===== src/rtl/bcc_pkg.sv =====
// Package for the charge-current PID block: payload and config types,
// field codes, queue depth and ramp constants. No dependencies.
package bcc_pkg;

  // Soft-start ramp: reference rises by one every RAMP_TICKS ticks
  localparam int RAMP_TICKS = 50;
  localparam int TICK_W     = $clog2(RAMP_TICKS + 1);

  // Front-to-back queue
  localparam int Q_DEPTH = 4;
  localparam int Q_PTR_W = $clog2(Q_DEPTH);
  localparam int Q_CNT_W = $clog2(Q_DEPTH + 1);

  // Input item kinds
  localparam logic KIND_CONV = 1'b0;
  localparam logic KIND_TICK = 1'b1;

  // Converter channels
  localparam logic [2:0] CH_BUCK    = 3'd0;
  localparam logic [2:0] CH_SPARE   = 3'd1;
  localparam logic [2:0] CH_CELL    = 3'd2;
  localparam logic [2:0] CH_CURRENT = 3'd3;
  localparam logic [2:0] CH_SUPPLY  = 3'd7;

  // Charge phases
  localparam logic [1:0] PH_ARMED    = 2'd0;
  localparam logic [1:0] PH_CHARGING = 2'd1;
  localparam logic [1:0] PH_DONE     = 2'd2;

  // Configuration register indexes
  localparam logic [2:0] CFG_SUPPLY_MIN   = 3'd0;
  localparam logic [2:0] CFG_CELL_RESTART = 3'd1;
  localparam logic [2:0] CFG_CELL_FULL    = 3'd2;
  localparam logic [2:0] CFG_END_CURRENT  = 3'd3;
  localparam logic [2:0] CFG_CURR_LIMIT   = 3'd4;
  localparam logic [2:0] CFG_GAIN_P       = 3'd5;
  localparam logic [2:0] CFG_GAIN_I       = 3'd6;
  localparam logic [2:0] CFG_GAIN_D       = 3'd7;

  localparam logic [9:0] PWM_MAX = 10'd1023;

  typedef struct packed {
    logic       kind;
    logic [9:0] sample;
  } bcc_in_t;

  typedef struct packed {
    logic [9:0] duty;
    logic [2:0] next_channel;
    logic       adc_start;
    logic [1:0] charge_state;
    logic       lion_path_on;
  } bcc_out_t;

  typedef struct packed {
    logic [9:0]  supply_min;
    logic [9:0]  cell_restart_level;
    logic [9:0]  cell_full_level;
    logic [9:0]  end_current;
    logic [9:0]  current_limit;
    logic [23:0] gain_p;
    logic [23:0] gain_i;
    logic [23:0] gain_d;
  } bcc_cfg_t;

  // Classified queue entry
  typedef struct packed {
    logic       is_tick;
    logic [9:0] sample;
  } bcc_op_t;

  // PID operands issued by the back end
  typedef struct packed {
    logic        valid;
    logic [10:0] err;
    logic [23:0] sum;
    logic [11:0] diff;
  } bcc_pid_req_t;

  typedef struct packed {
    logic       valid;
    logic [9:0] pwm;
  } bcc_pid_rsp_t;

endpackage


===== src/rtl/bcc_front.sv =====
// Front end: accepts input transactions, classifies them and queues them
// for the back end. Depends on bcc_pkg.
module bcc_front (
  input  logic             clk,
  input  logic             rst_n,
  input  logic             in_valid,
  output logic             in_stall,
  input  bcc_pkg::bcc_in_t in_data,
  output logic             q_valid,
  output bcc_pkg::bcc_op_t q_data,
  input  logic             q_pop
);
  import bcc_pkg::*;

  bcc_op_t            mem_r [Q_DEPTH];
  logic [Q_PTR_W-1:0] wr_ptr_r, wr_ptr_nxt;
  logic [Q_PTR_W-1:0] rd_ptr_r, rd_ptr_nxt;
  logic [Q_CNT_W-1:0] count_r, count_nxt;
  logic               push;
  bcc_op_t            op;

  // Classify the incoming transaction
  always_comb begin
    op.is_tick = (in_data.kind == KIND_TICK);
    op.sample  = in_data.sample;
  end

  assign in_stall = (count_r == Q_CNT_W'(Q_DEPTH));
  assign push     = in_valid && !in_stall;
  assign q_valid  = (count_r != '0);
  assign q_data   = mem_r[rd_ptr_r];

  // Advance pointers and count
  always_comb begin
    wr_ptr_nxt = push ? wr_ptr_r + 1'b1 : wr_ptr_r;
    rd_ptr_nxt = q_pop ? rd_ptr_r + 1'b1 : rd_ptr_r;
    count_nxt  = count_r;
    if (push && !q_pop) begin
      count_nxt = count_r + 1'b1;
    end else if (!push && q_pop) begin
      count_nxt = count_r - 1'b1;
    end
  end

  always_ff @(posedge clk) begin
    if (!rst_n) begin
      wr_ptr_r <= '0;
      rd_ptr_r <= '0;
      count_r  <= '0;
    end else begin
      wr_ptr_r <= wr_ptr_nxt;
      rd_ptr_r <= rd_ptr_nxt;
      count_r  <= count_nxt;
    end
  end

  // Store queue entries
  always_ff @(posedge clk) begin
    if (push) begin
      mem_r[wr_ptr_r] <= op;
    end
  end

  a_cnt_max: assert property (@(posedge clk) disable iff (!rst_n)
    count_r <= Q_CNT_W'(Q_DEPTH))
    else $error("queue count above depth");

  a_pop_nonempty: assert property (@(posedge clk) disable iff (!rst_n)
    q_pop |-> count_r != '0)
    else $error("pop from empty queue");

  a_cnt_grow: assert property (@(posedge clk) disable iff (!rst_n)
    (push && !q_pop) |=> count_r == $past(count_r) + 1'b1)
    else $error("queue count did not grow on push");

endmodule


===== src/rtl/bcc_pid.sv =====
// PID arithmetic: two-stage pipeline of gain products and their clamped
// sum into a PWM compare value. Depends on bcc_pkg.
module bcc_pid (
  input  logic                  clk,
  input  logic                  rst_n,
  input  bcc_pkg::bcc_cfg_t     cfg,
  input  bcc_pkg::bcc_pid_req_t req,
  output bcc_pkg::bcc_pid_rsp_t rsp
);
  import bcc_pkg::*;

  logic               mul_valid_r;
  logic signed [34:0] prod_p_r;
  logic signed [47:0] prod_i_r;
  logic signed [35:0] prod_d_r;
  logic signed [49:0] u;
  logic [9:0]         pwm_nxt;
  bcc_pid_rsp_t       rsp_r;

  // Stage 1: gain products
  always_ff @(posedge clk) begin
    prod_p_r <= $signed(cfg.gain_p) * $signed(req.err);
    prod_i_r <= $signed(cfg.gain_i) * $signed(req.sum);
    prod_d_r <= $signed(cfg.gain_d) * $signed(req.diff);
  end

  // Stage 2: sum in Q16, clamp to the PWM range
  always_comb begin
    u = {{15{prod_p_r[34]}}, prod_p_r}
      + {{2{prod_i_r[47]}}, prod_i_r}
      + {{14{prod_d_r[35]}}, prod_d_r};
    if (u[49]) begin
      pwm_nxt = '0;
    end else if (|u[48:26]) begin
      pwm_nxt = PWM_MAX;
    end else begin
      pwm_nxt = u[25:16];
    end
  end

  always_ff @(posedge clk) begin
    if (!rst_n) begin
      mul_valid_r <= 1'b0;
      rsp_r.valid <= 1'b0;
    end else begin
      mul_valid_r <= req.valid;
      rsp_r.valid <= mul_valid_r;
    end
  end

  always_ff @(posedge clk) begin
    rsp_r.pwm <= pwm_nxt;
  end

  assign rsp = rsp_r;

endmodule


===== src/rtl/bcc_ctrl.sv =====
// Back end: sequences each queued transaction, holds the charger state,
// runs the charge state machine and drives the output register.
// Depends on bcc_pkg.
module bcc_ctrl (
  input  logic                  clk,
  input  logic                  rst_n,
  input  bcc_pkg::bcc_cfg_t     cfg,
  input  logic                  q_valid,
  input  bcc_pkg::bcc_op_t      q_data,
  output logic                  q_pop,
  output bcc_pkg::bcc_pid_req_t pid_req,
  input  bcc_pkg::bcc_pid_rsp_t pid_rsp,
  output logic                  out_valid,
  input  logic                  out_stall,
  output bcc_pkg::bcc_out_t     out_data
);
  import bcc_pkg::*;

  localparam logic [1:0] ST_EXEC = 2'd0;
  localparam logic [1:0] ST_MUL  = 2'd1;
  localparam logic [1:0] ST_ADD  = 2'd2;
  localparam logic [1:0] ST_DONE = 2'd3;

  logic [1:0]        state_r, state_nxt;
  logic [2:0]        mux_r, mux_nxt;
  logic [9:0]        cell_r, cell_nxt;
  logic [9:0]        supply_r, supply_nxt;
  logic [9:0]        current_r, current_nxt;
  logic [9:0]        ref_r, ref_nxt;
  logic [TICK_W-1:0] tick_cnt_r, tick_cnt_nxt;
  logic [23:0]       err_sum_r, err_sum_nxt;
  logic [10:0]       last_err_r, last_err_nxt;
  logic [9:0]        pwm_r, pwm_nxt;
  logic [1:0]        phase_r, phase_nxt;
  logic              path_r, path_nxt;
  logic              tick_item_r, tick_item_nxt;
  bcc_pid_req_t      req_r, req_nxt;
  logic              out_valid_r, out_valid_nxt;
  bcc_out_t          out_data_r, out_data_nxt;

  logic        out_free;
  logic        out_load;
  logic [9:0]  cur_new;
  logic [10:0] err;
  logic [24:0] sum_wide;
  logic [23:0] sum_sat;
  logic [11:0] diff;
  logic [1:0]  ph_tmp;
  logic [9:0]  pwm_cur;

  assign out_free = !out_valid_r || !out_stall;
  assign out_load = (state_r == ST_DONE) && out_free;
  assign q_pop    = (state_r == ST_EXEC) && q_valid;
  assign pwm_cur  = pid_rsp.valid ? pid_rsp.pwm : pwm_r;

  // PID operands from the freshly stored current reading
  always_comb begin
    cur_new  = (mux_r == CH_CURRENT) ? q_data.sample : current_r;
    err      = {1'b0, ref_r} - {1'b0, cur_new};
    sum_wide = {err_sum_r[23], err_sum_r} + {{14{err[10]}}, err};
    if (sum_wide[24] != sum_wide[23]) begin
      sum_sat = sum_wide[24] ? 24'h800000 : 24'h7FFFFF;
    end else begin
      sum_sat = sum_wide[23:0];
    end
    diff = {err[10], err} - {last_err_r[10], last_err_r};
  end

  always_comb begin
    state_nxt     = state_r;
    mux_nxt       = mux_r;
    cell_nxt      = cell_r;
    supply_nxt    = supply_r;
    current_nxt   = current_r;
    ref_nxt       = ref_r;
    tick_cnt_nxt  = tick_cnt_r;
    err_sum_nxt   = err_sum_r;
    last_err_nxt  = last_err_r;
    pwm_nxt       = pid_rsp.valid ? pid_rsp.pwm : pwm_r;
    phase_nxt     = phase_r;
    path_nxt      = path_r;
    tick_item_nxt = tick_item_r;
    req_nxt       = req_r;
    req_nxt.valid = 1'b0;
    out_valid_nxt = out_valid_r && out_stall;
    out_data_nxt  = out_data_r;
    ph_tmp        = phase_r;

    case (state_r)
      ST_EXEC: begin
        if (q_valid) begin
          tick_item_nxt = q_data.is_tick;
          state_nxt     = ST_DONE;
          if (q_data.is_tick) begin
            // Advance the ramp counter; step the reference on wrap while below the current limit
            if (tick_cnt_r == TICK_W'(RAMP_TICKS - 1)) begin
              tick_cnt_nxt = '0;
              if (ref_r < cfg.current_limit) begin
                ref_nxt = ref_r + 1'b1;
              end
            end else begin
              tick_cnt_nxt = tick_cnt_r + 1'b1;
            end
          end else begin
            // Store the cell, current or supply reading and step the converter mux
            case (mux_r)
              CH_BUCK:    mux_nxt = CH_SPARE;
              CH_SPARE:   mux_nxt = CH_CELL;
              CH_CELL: begin
                cell_nxt = q_data.sample;
                mux_nxt  = CH_CURRENT;
              end
              CH_CURRENT: begin
                current_nxt = q_data.sample;
                mux_nxt     = CH_SUPPLY;
              end
              CH_SUPPLY: begin
                supply_nxt = q_data.sample;
                mux_nxt    = CH_BUCK;
              end
              default:    mux_nxt = CH_BUCK;
            endcase
            if (phase_r == PH_CHARGING) begin
              req_nxt.valid = 1'b1;
              req_nxt.err   = err;
              req_nxt.sum   = sum_sat;
              req_nxt.diff  = diff;
              err_sum_nxt   = sum_sat;
              last_err_nxt  = err;
              state_nxt     = ST_MUL;
            end
          end
        end
      end
      ST_MUL: state_nxt = ST_ADD;
      ST_ADD: state_nxt = ST_DONE;
      ST_DONE: begin
        if (out_free) begin
          // Charge state machine, then publish the result
          if (supply_r > cfg.supply_min) begin
            if (cell_r < cfg.cell_restart_level && phase_r == PH_DONE) begin
              ph_tmp = PH_ARMED;
            end
            if (cell_r < cfg.cell_full_level && ph_tmp == PH_ARMED) begin
              phase_nxt    = PH_CHARGING;
              path_nxt     = 1'b1;
              err_sum_nxt  = '0;
              last_err_nxt = '0;
              ref_nxt      = '0;
            end else if (current_r < cfg.end_current) begin
              phase_nxt = PH_DONE;
              path_nxt  = 1'b0;
            end else begin
              phase_nxt = ph_tmp;
            end
          end
          out_valid_nxt             = 1'b1;
          out_data_nxt.duty         = pwm_cur;
          out_data_nxt.next_channel = mux_r;
          out_data_nxt.adc_start    = tick_item_r;
          out_data_nxt.charge_state = phase_nxt;
          out_data_nxt.lion_path_on = path_nxt;
          state_nxt                 = ST_EXEC;
        end
      end
      default: state_nxt = ST_EXEC;
    endcase
  end

  // Control and state registers
  always_ff @(posedge clk) begin
    if (!rst_n) begin
      state_r     <= ST_EXEC;
      mux_r       <= CH_CURRENT;
      cell_r      <= '0;
      supply_r    <= '0;
      current_r   <= '0;
      ref_r       <= 10'd100;
      tick_cnt_r  <= '0;
      err_sum_r   <= '0;
      last_err_r  <= '0;
      pwm_r       <= PWM_MAX;
      phase_r     <= PH_DONE;
      path_r      <= 1'b0;
      req_r.valid <= 1'b0;
      out_valid_r <= 1'b0;
    end else begin
      state_r     <= state_nxt;
      mux_r       <= mux_nxt;
      cell_r      <= cell_nxt;
      supply_r    <= supply_nxt;
      current_r   <= current_nxt;
      ref_r       <= ref_nxt;
      tick_cnt_r  <= tick_cnt_nxt;
      err_sum_r   <= err_sum_nxt;
      last_err_r  <= last_err_nxt;
      pwm_r       <= pwm_nxt;
      phase_r     <= phase_nxt;
      path_r      <= path_nxt;
      req_r.valid <= req_nxt.valid;
      out_valid_r <= out_valid_nxt;
    end
  end

  // Payload registers
  always_ff @(posedge clk) begin
    tick_item_r <= tick_item_nxt;
    req_r.err   <= req_nxt.err;
    req_r.sum   <= req_nxt.sum;
    req_r.diff  <= req_nxt.diff;
    out_data_r  <= out_data_nxt;
  end

  assign pid_req   = req_r;
  assign out_valid = out_valid_r;
  assign out_data  = out_data_r;

  a_path_phase: assert property (@(posedge clk) disable iff (!rst_n)
    path_r == (phase_r == PH_CHARGING))
    else $error("path enable out of step with charge phase");

  a_pop_exec: assert property (@(posedge clk) disable iff (!rst_n)
    q_pop |-> state_r == ST_EXEC)
    else $error("queue popped while a transaction is in flight");

  a_rsp_done: assert property (@(posedge clk) disable iff (!rst_n)
    pid_rsp.valid |-> state_r == ST_DONE)
    else $error("PID result arrived outside the done state");

  a_load_valid: assert property (@(posedge clk) disable iff (!rst_n)
    out_load |=> out_valid_r)
    else $error("loaded result not presented");

endmodule


===== src/rtl/battery_charge_current_pid.sv =====
// Constant-current Li-ion charger with soft-start reference and PID loop.
//
// Input channel (in_valid / in_stall / in_data): one transaction is either
// a 1 ms tick or a converter result for the currently selected channel.
// Result channel (out_valid / out_stall / out_data): exactly one result per
// input transaction, in order: PWM duty, next converter channel, conversion
// request flag, charge phase and path enable.
// Configuration port (cfg_we / cfg_index / cfg_wdata): thresholds, current
// limit and signed Q8.16 gains; write only while no transaction is pending.
// A tick, or a conversion outside the charging phase, passes from queue
// head through the execute and done states to the result register; a
// conversion while charging also waits in the multiply and add states for
// the two-stage gain multiply and sum of the PID unit. The back end takes
// one transaction at a time; a 4-entry queue lets inputs be taken meanwhile.
// Reset (synchronous, rst_n low) empties the queue, loads the default
// configuration and returns the charger to the done phase with full duty.
// A stalled receiver holds the result register; the back end then waits
// and the queue fills until in_stall rises.
module battery_charge_current_pid (
  input  logic              clk,
  input  logic              rst_n,
  input  logic              in_valid,
  output logic              in_stall,
  input  bcc_pkg::bcc_in_t  in_data,
  output logic              out_valid,
  input  logic              out_stall,
  output bcc_pkg::bcc_out_t out_data,
  input  logic              cfg_we,
  input  logic [2:0]        cfg_index,
  input  logic [23:0]       cfg_wdata
);
  import bcc_pkg::*;

  bcc_cfg_t     cfg_r;
  logic         q_valid;
  bcc_op_t      q_data;
  logic         q_pop;
  bcc_pid_req_t pid_req;
  bcc_pid_rsp_t pid_rsp;

  // Configuration registers
  always_ff @(posedge clk) begin
    if (!rst_n) begin
      cfg_r.supply_min         <= 10'd359;
      cfg_r.cell_restart_level <= 10'd860;
      cfg_r.cell_full_level    <= 10'd860;
      cfg_r.end_current        <= 10'd92;
      cfg_r.current_limit      <= 10'd614;
      cfg_r.gain_p             <= 24'hFFDFF6;
      cfg_r.gain_i             <= 24'hFFF707;
      cfg_r.gain_d             <= 24'hFFEA45;
    end else if (cfg_we) begin
      case (cfg_index)
        CFG_SUPPLY_MIN:   cfg_r.supply_min         <= cfg_wdata[9:0];
        CFG_CELL_RESTART: cfg_r.cell_restart_level <= cfg_wdata[9:0];
        CFG_CELL_FULL:    cfg_r.cell_full_level    <= cfg_wdata[9:0];
        CFG_END_CURRENT:  cfg_r.end_current        <= cfg_wdata[9:0];
        CFG_CURR_LIMIT:   cfg_r.current_limit      <= cfg_wdata[9:0];
        CFG_GAIN_P:       cfg_r.gain_p             <= cfg_wdata;
        CFG_GAIN_I:       cfg_r.gain_i             <= cfg_wdata;
        CFG_GAIN_D:       cfg_r.gain_d             <= cfg_wdata;
        default:          cfg_r.supply_min         <= cfg_r.supply_min;
      endcase
    end
  end

  bcc_front u_front (
    .clk      (clk),
    .rst_n    (rst_n),
    .in_valid (in_valid),
    .in_stall (in_stall),
    .in_data  (in_data),
    .q_valid  (q_valid),
    .q_data   (q_data),
    .q_pop    (q_pop)
  );

  bcc_pid u_pid (
    .clk   (clk),
    .rst_n (rst_n),
    .cfg   (cfg_r),
    .req   (pid_req),
    .rsp   (pid_rsp)
  );

  bcc_ctrl u_ctrl (
    .clk       (clk),
    .rst_n     (rst_n),
    .cfg       (cfg_r),
    .q_valid   (q_valid),
    .q_data    (q_data),
    .q_pop     (q_pop),
    .pid_req   (pid_req),
    .pid_rsp   (pid_rsp),
    .out_valid (out_valid),
    .out_stall (out_stall),
    .out_data  (out_data)
  );

endmodule


===== config.mk =====
export PLATFORM = sky130hd
export DESIGN_NAME = battery_charge_current_pid
export DESIGN_NICKNAME = d
export VERILOG_FILES = /design/src/rtl/bcc_pkg.sv /design/src/rtl/bcc_front.sv /design/src/rtl/bcc_pid.sv /design/src/rtl/bcc_ctrl.sv /design/src/rtl/battery_charge_current_pid.sv
export SDC_FILE = /design/constraint.sdc
export NUM_CORES = 2
export LEC_CHECK = 0
export ABC_CLOCK_PERIOD_IN_PS = 21400
export BUFFER_PORTS_ARGS = -buffer_cell sky130_fd_sc_hd__buf_2
export CAP_MARGIN = 25
export CORE_UTILIZATION = 38
export DETAILED_ROUTE_END_ITERATION = 10
export REMOVE_ABC_BUFFERS = 1
export SKIP_LAST_GASP = 1
export SYNTH_ARGS = -nofsm -noshare
export SYNTH_HDL_FRONTEND = slang
export SYNTH_SLANG_ARGS = --single-unit

===== constraint.sdc =====
create_clock -name clk -period 21.4 [get_ports clk]
set_input_delay 3.21 -clock clk [delete_from_list [all_inputs] [get_ports clk]]
set_output_delay 3.21 -clock clk [all_outputs]
set_load 0.01 [all_outputs]

==> flow_summary.json <==
{
  "status": "finished clean",
  "drt-total-wl_mm": 171.0,
  "synth_cells": 6765,
  "drive_gt1_share_pct": 4.365,
  "cts_max_path_buffers": 3,
  "wl_per_cell_um": 19.24,
  "drt_first_iter_violations": 2577,
  "cts.clk_slew.worst_paths_ns": 0.06,
  "gp_congestion": 0.8930,
  "min_path_type": "reg2reg",
  "crit_slowest_cell": "dfxtp_1",
  "start_kind": "flop",
  "rows": 148,
  "start_util_pct": 38.34,
  "grt_pass1_wl_mm": 271.2,
  "dieWidth_um": 407.5,
  "syn_to_final_growth_pct": 7.504,
  "track_usage_pct": 20.79,
  "arrival_ns": 8.94,
  "ys_types": 79,
  "synth_top_cell_by_area": "fa_1",
  "hold_viol": 0,
  "core-area_um2": 163000,
  "grt_max_degree": 75,
  "period_needed_ns": 8.427,
  "clock_skew_ns": 0.06646,
  "syn_area_um2": 62480,
  "cp_top_family": "adder cells",
  "fin_crit_sh_pct": 39.38,
  "rsz0062_at_grt": "false",
  "relSlewSlack_pct": 23.44,
  "maxCapViolCount": 0,
  "tns_ns": 0,
  "critPathBufInv": 4,
  "cts_hold_buf": 0,
  "cts_root_buf": "clkbuf_16",
  "ys_ff_latch": 472,
  "finalSetupViolCount": 0,
  "critPathMostFrequentCell": "fa_1",
  "maxSlewViolCount": 0,
  "htree_levels": 2,
  "num-fill-cells": 16160,
  "max_stage_delay_ns": 0.97,
  "synth_area_leaders": "fa_1 35%, dfxtp_1 12%, ha_1 9.6%",
  "cts_made_buffers": 55,
  "cts_tree": "done",
  "crit_path_max_fanout": 25,
  "critical_path_class": "reg2reg",
  "cts_sinks": 472,
  "fmax_ghz": 0.1187,
  "synth_top_area_share_pct": 35.37,
  "viasPerCell": 5.091,
  "synth_warnings": 0,
  "drtPass1Iterations": 5,
  "route.detailed.drc": 0,
  "io_buffers": 61,
  "grt-ovfl-total": 0,
  "tightest_slew_ns": 1.146,
  "die-height_um": 407.5,
  "timing.hold.ws_ns": 0.4549,
  "synth_edf_count": 109,
  "ys_seq_area_share_pct": 16.87,
  "ant_nets": 0,
  "hpwlAfterDp_mm": 135.9,
  "insertion_delay_ns": 0.70,
  "antenna_found_initial": 8,
  "syn_area_per_cell_um2": 9.235,
  "async_flop_share_pct": 0,
  "die-area_um2": 166000,
  "postCtsSetupRepairBufs": 0,
  "cp.required_ns": 21.92,
  "cts_resized": 0,
  "fin_nets": 8293,
  "vias": 45250,
  "ios": 62,
  "grt_pass1_vias": 47080,
  "crit_path_end_kind": "flop",
  "synth_top_flop_cell": "dfxtp_1",
  "path_cells": "and2_1, fa_1, fa_1, inv_1, fa_1, fa_1, inv_1, fa_1, fa_1, inv_1, fa_1, inv_1, ha_1, nor4_1, o211ai_1, a2111oi_0, o21ai_0, a31o_2, a211o_1, a21oi_1, xnor2_1"
}
## cells in the mapped netlist, types with 7 or more instances
master and instances:
o31ai_1 11, or3_1 20, nand2_1 933, o2111ai_1 7, clkbuf_2 10, o21bai_1 40
nor2_1 211, dfxtp_1 363, fa_1 1104, edfxtp_1 109, nand2b_1 79, a31oi_1 24
o21a_1 36, mux2_2 14, a31o_2 11, a21o_1 131, nand3_1 107, a22oi_1 15
or4_1 7, a22o_1 21, xnor2_1 159, o211ai_1 43, and2_1 515, mux4_2 11
a21boi_0 15, nor2b_1 33, xor2_1 63, clkbuf_1 264, ha_1 480, nor3_1 45
a21oi_1 279, o21ai_0 140, inv_1 1231, and3_1 21, o21ai_1 9, nand4_1 25
or2_2 21, mux2i_1 37, a211o_1 10, a211oi_1 19
## worst register-to-register path: stages (launching register included)
cell	delay, ns
dfxtp_1	0.97
and2_1	0.27
fa_1	0.45
fa_1	0.52
inv_1	0.05
fa_1	0.46
fa_1	0.52
inv_1	0.06
fa_1	0.51
fa_1	0.50
inv_1	0.05
fa_1	0.48
inv_1	0.04
ha_1	0.20
nor4_1	0.65
o211ai_1	0.45
a2111oi_0	0.68
o21ai_0	0.49
a31o_2	0.41
a211o_1	0.26
a21oi_1	0.17
xnor2_1	0.08
## metal layers
layer	wire length (um)	track usage (%)
met1	75040	28.11
met3	10950	3.352
met4	5066	5.762
met5	42	0
met2	79910	34.35
## state kept, by name, indices dropped and copies added, names as in the netlist, 10 cells and up, named ones only
signal	cells
cfg_r	122
u_ctrl.cell_r	10
u_ctrl.current_r	10
u_ctrl.err_sum_r	24
u_ctrl.last_err_r	11
u_ctrl.out_data	17
u_ctrl.pid_req	48
u_ctrl.pwm_r	10
u_ctrl.ref_r	10
u_ctrl.supply_r	10
u_front.mem_r	44
u_pid.prod_d_r	36
u_pid.prod_i_r	48
u_pid.prod_p_r	35
u_pid.rsp	11
## metrics by stage
stage                     worst slack (ns)  utilization (%)  cells  instance area, um^2
final                                12.97            41.22   8889                67170
after floorplan                      14.21                -   6484                61400
after CTS                            12.91            41.10   8880                66980
after global routing                 12.64            41.22   8888                67160
after global placement               13.04            39.80   8772                64860
after detailed placement             12.88            39.85   8776                64940
## final timing paths
check / startpoint / end / slack, ns / cells after the start
max: cfg_r[37] / u_pid.prod_i_r[47] / 12.97 / 21
min: cfg_r[116] / cfg_r[116] / 0.45 / 2
max reg2reg: cfg_r[37] / u_pid.prod_i_r[47] / 12.97 / 21
min reg2reg: cfg_r[116] / cfg_r[116] / 0.45 / 2
## cell usage in the layout (no fill, tap or decap), drive strengths merged, types with 17 or more instances in the layout
cell type	count
a211oi	21
mux2i	37
ha	480
a31oi	24
or3	20
o21ai	149
nand3	107
nand2	933
nor2	212
a21o	131
dfxtp	363
a22o	21
clkinv	17
o21a	36
and3	21
nand4	25
o211ai	43
and2	515
inv	1237
fa	1104
a21oi	279
nand2b	79
xnor2	159
nor2b	33
clkbuf	67
o21bai	40
or2	22
nor3	45
buf	125
xor2	63
edfxtp	109
## kinds of logic (layout without fill, tap and decap cells)
family          count (synthesis)  in the layout  synth area share, %
compound gates                874            874                9.080
xor+xnor                      222            222                3.112
fa+ha+maj                    1585           1585                45.00
buf+inv                      1514           1462                9.126
flops                         472            472                16.87
mux                            62             62                1.242
other cells                     0              1                    0
simple gates                 2036           2036                15.57
## area by class of cell
| class | instances | area, um^2 | share of cell area [%] |
|---|---|---|---|
| flip-flops and latches | 472 | 10540 | 15.69 |
| diodes | 1 | 2.502 | 0.003726 |
| well taps | 2175 | 2721 | 4.052 |
| clock buffers | 67 | 1473 | 2.193 |
| inverters | 1233 | 4631 | 6.894 |
| repair buffers | 125 | 959.7 | 1.429 |
| clock inverters | 37 | 570.5 | 0.8495 |
| multi-input cells | 4779 | 46270 | 68.89 |
Power is not shown: default switching activity piles up to over one toggle a cycle in this logic, so the estimate is an artifact.
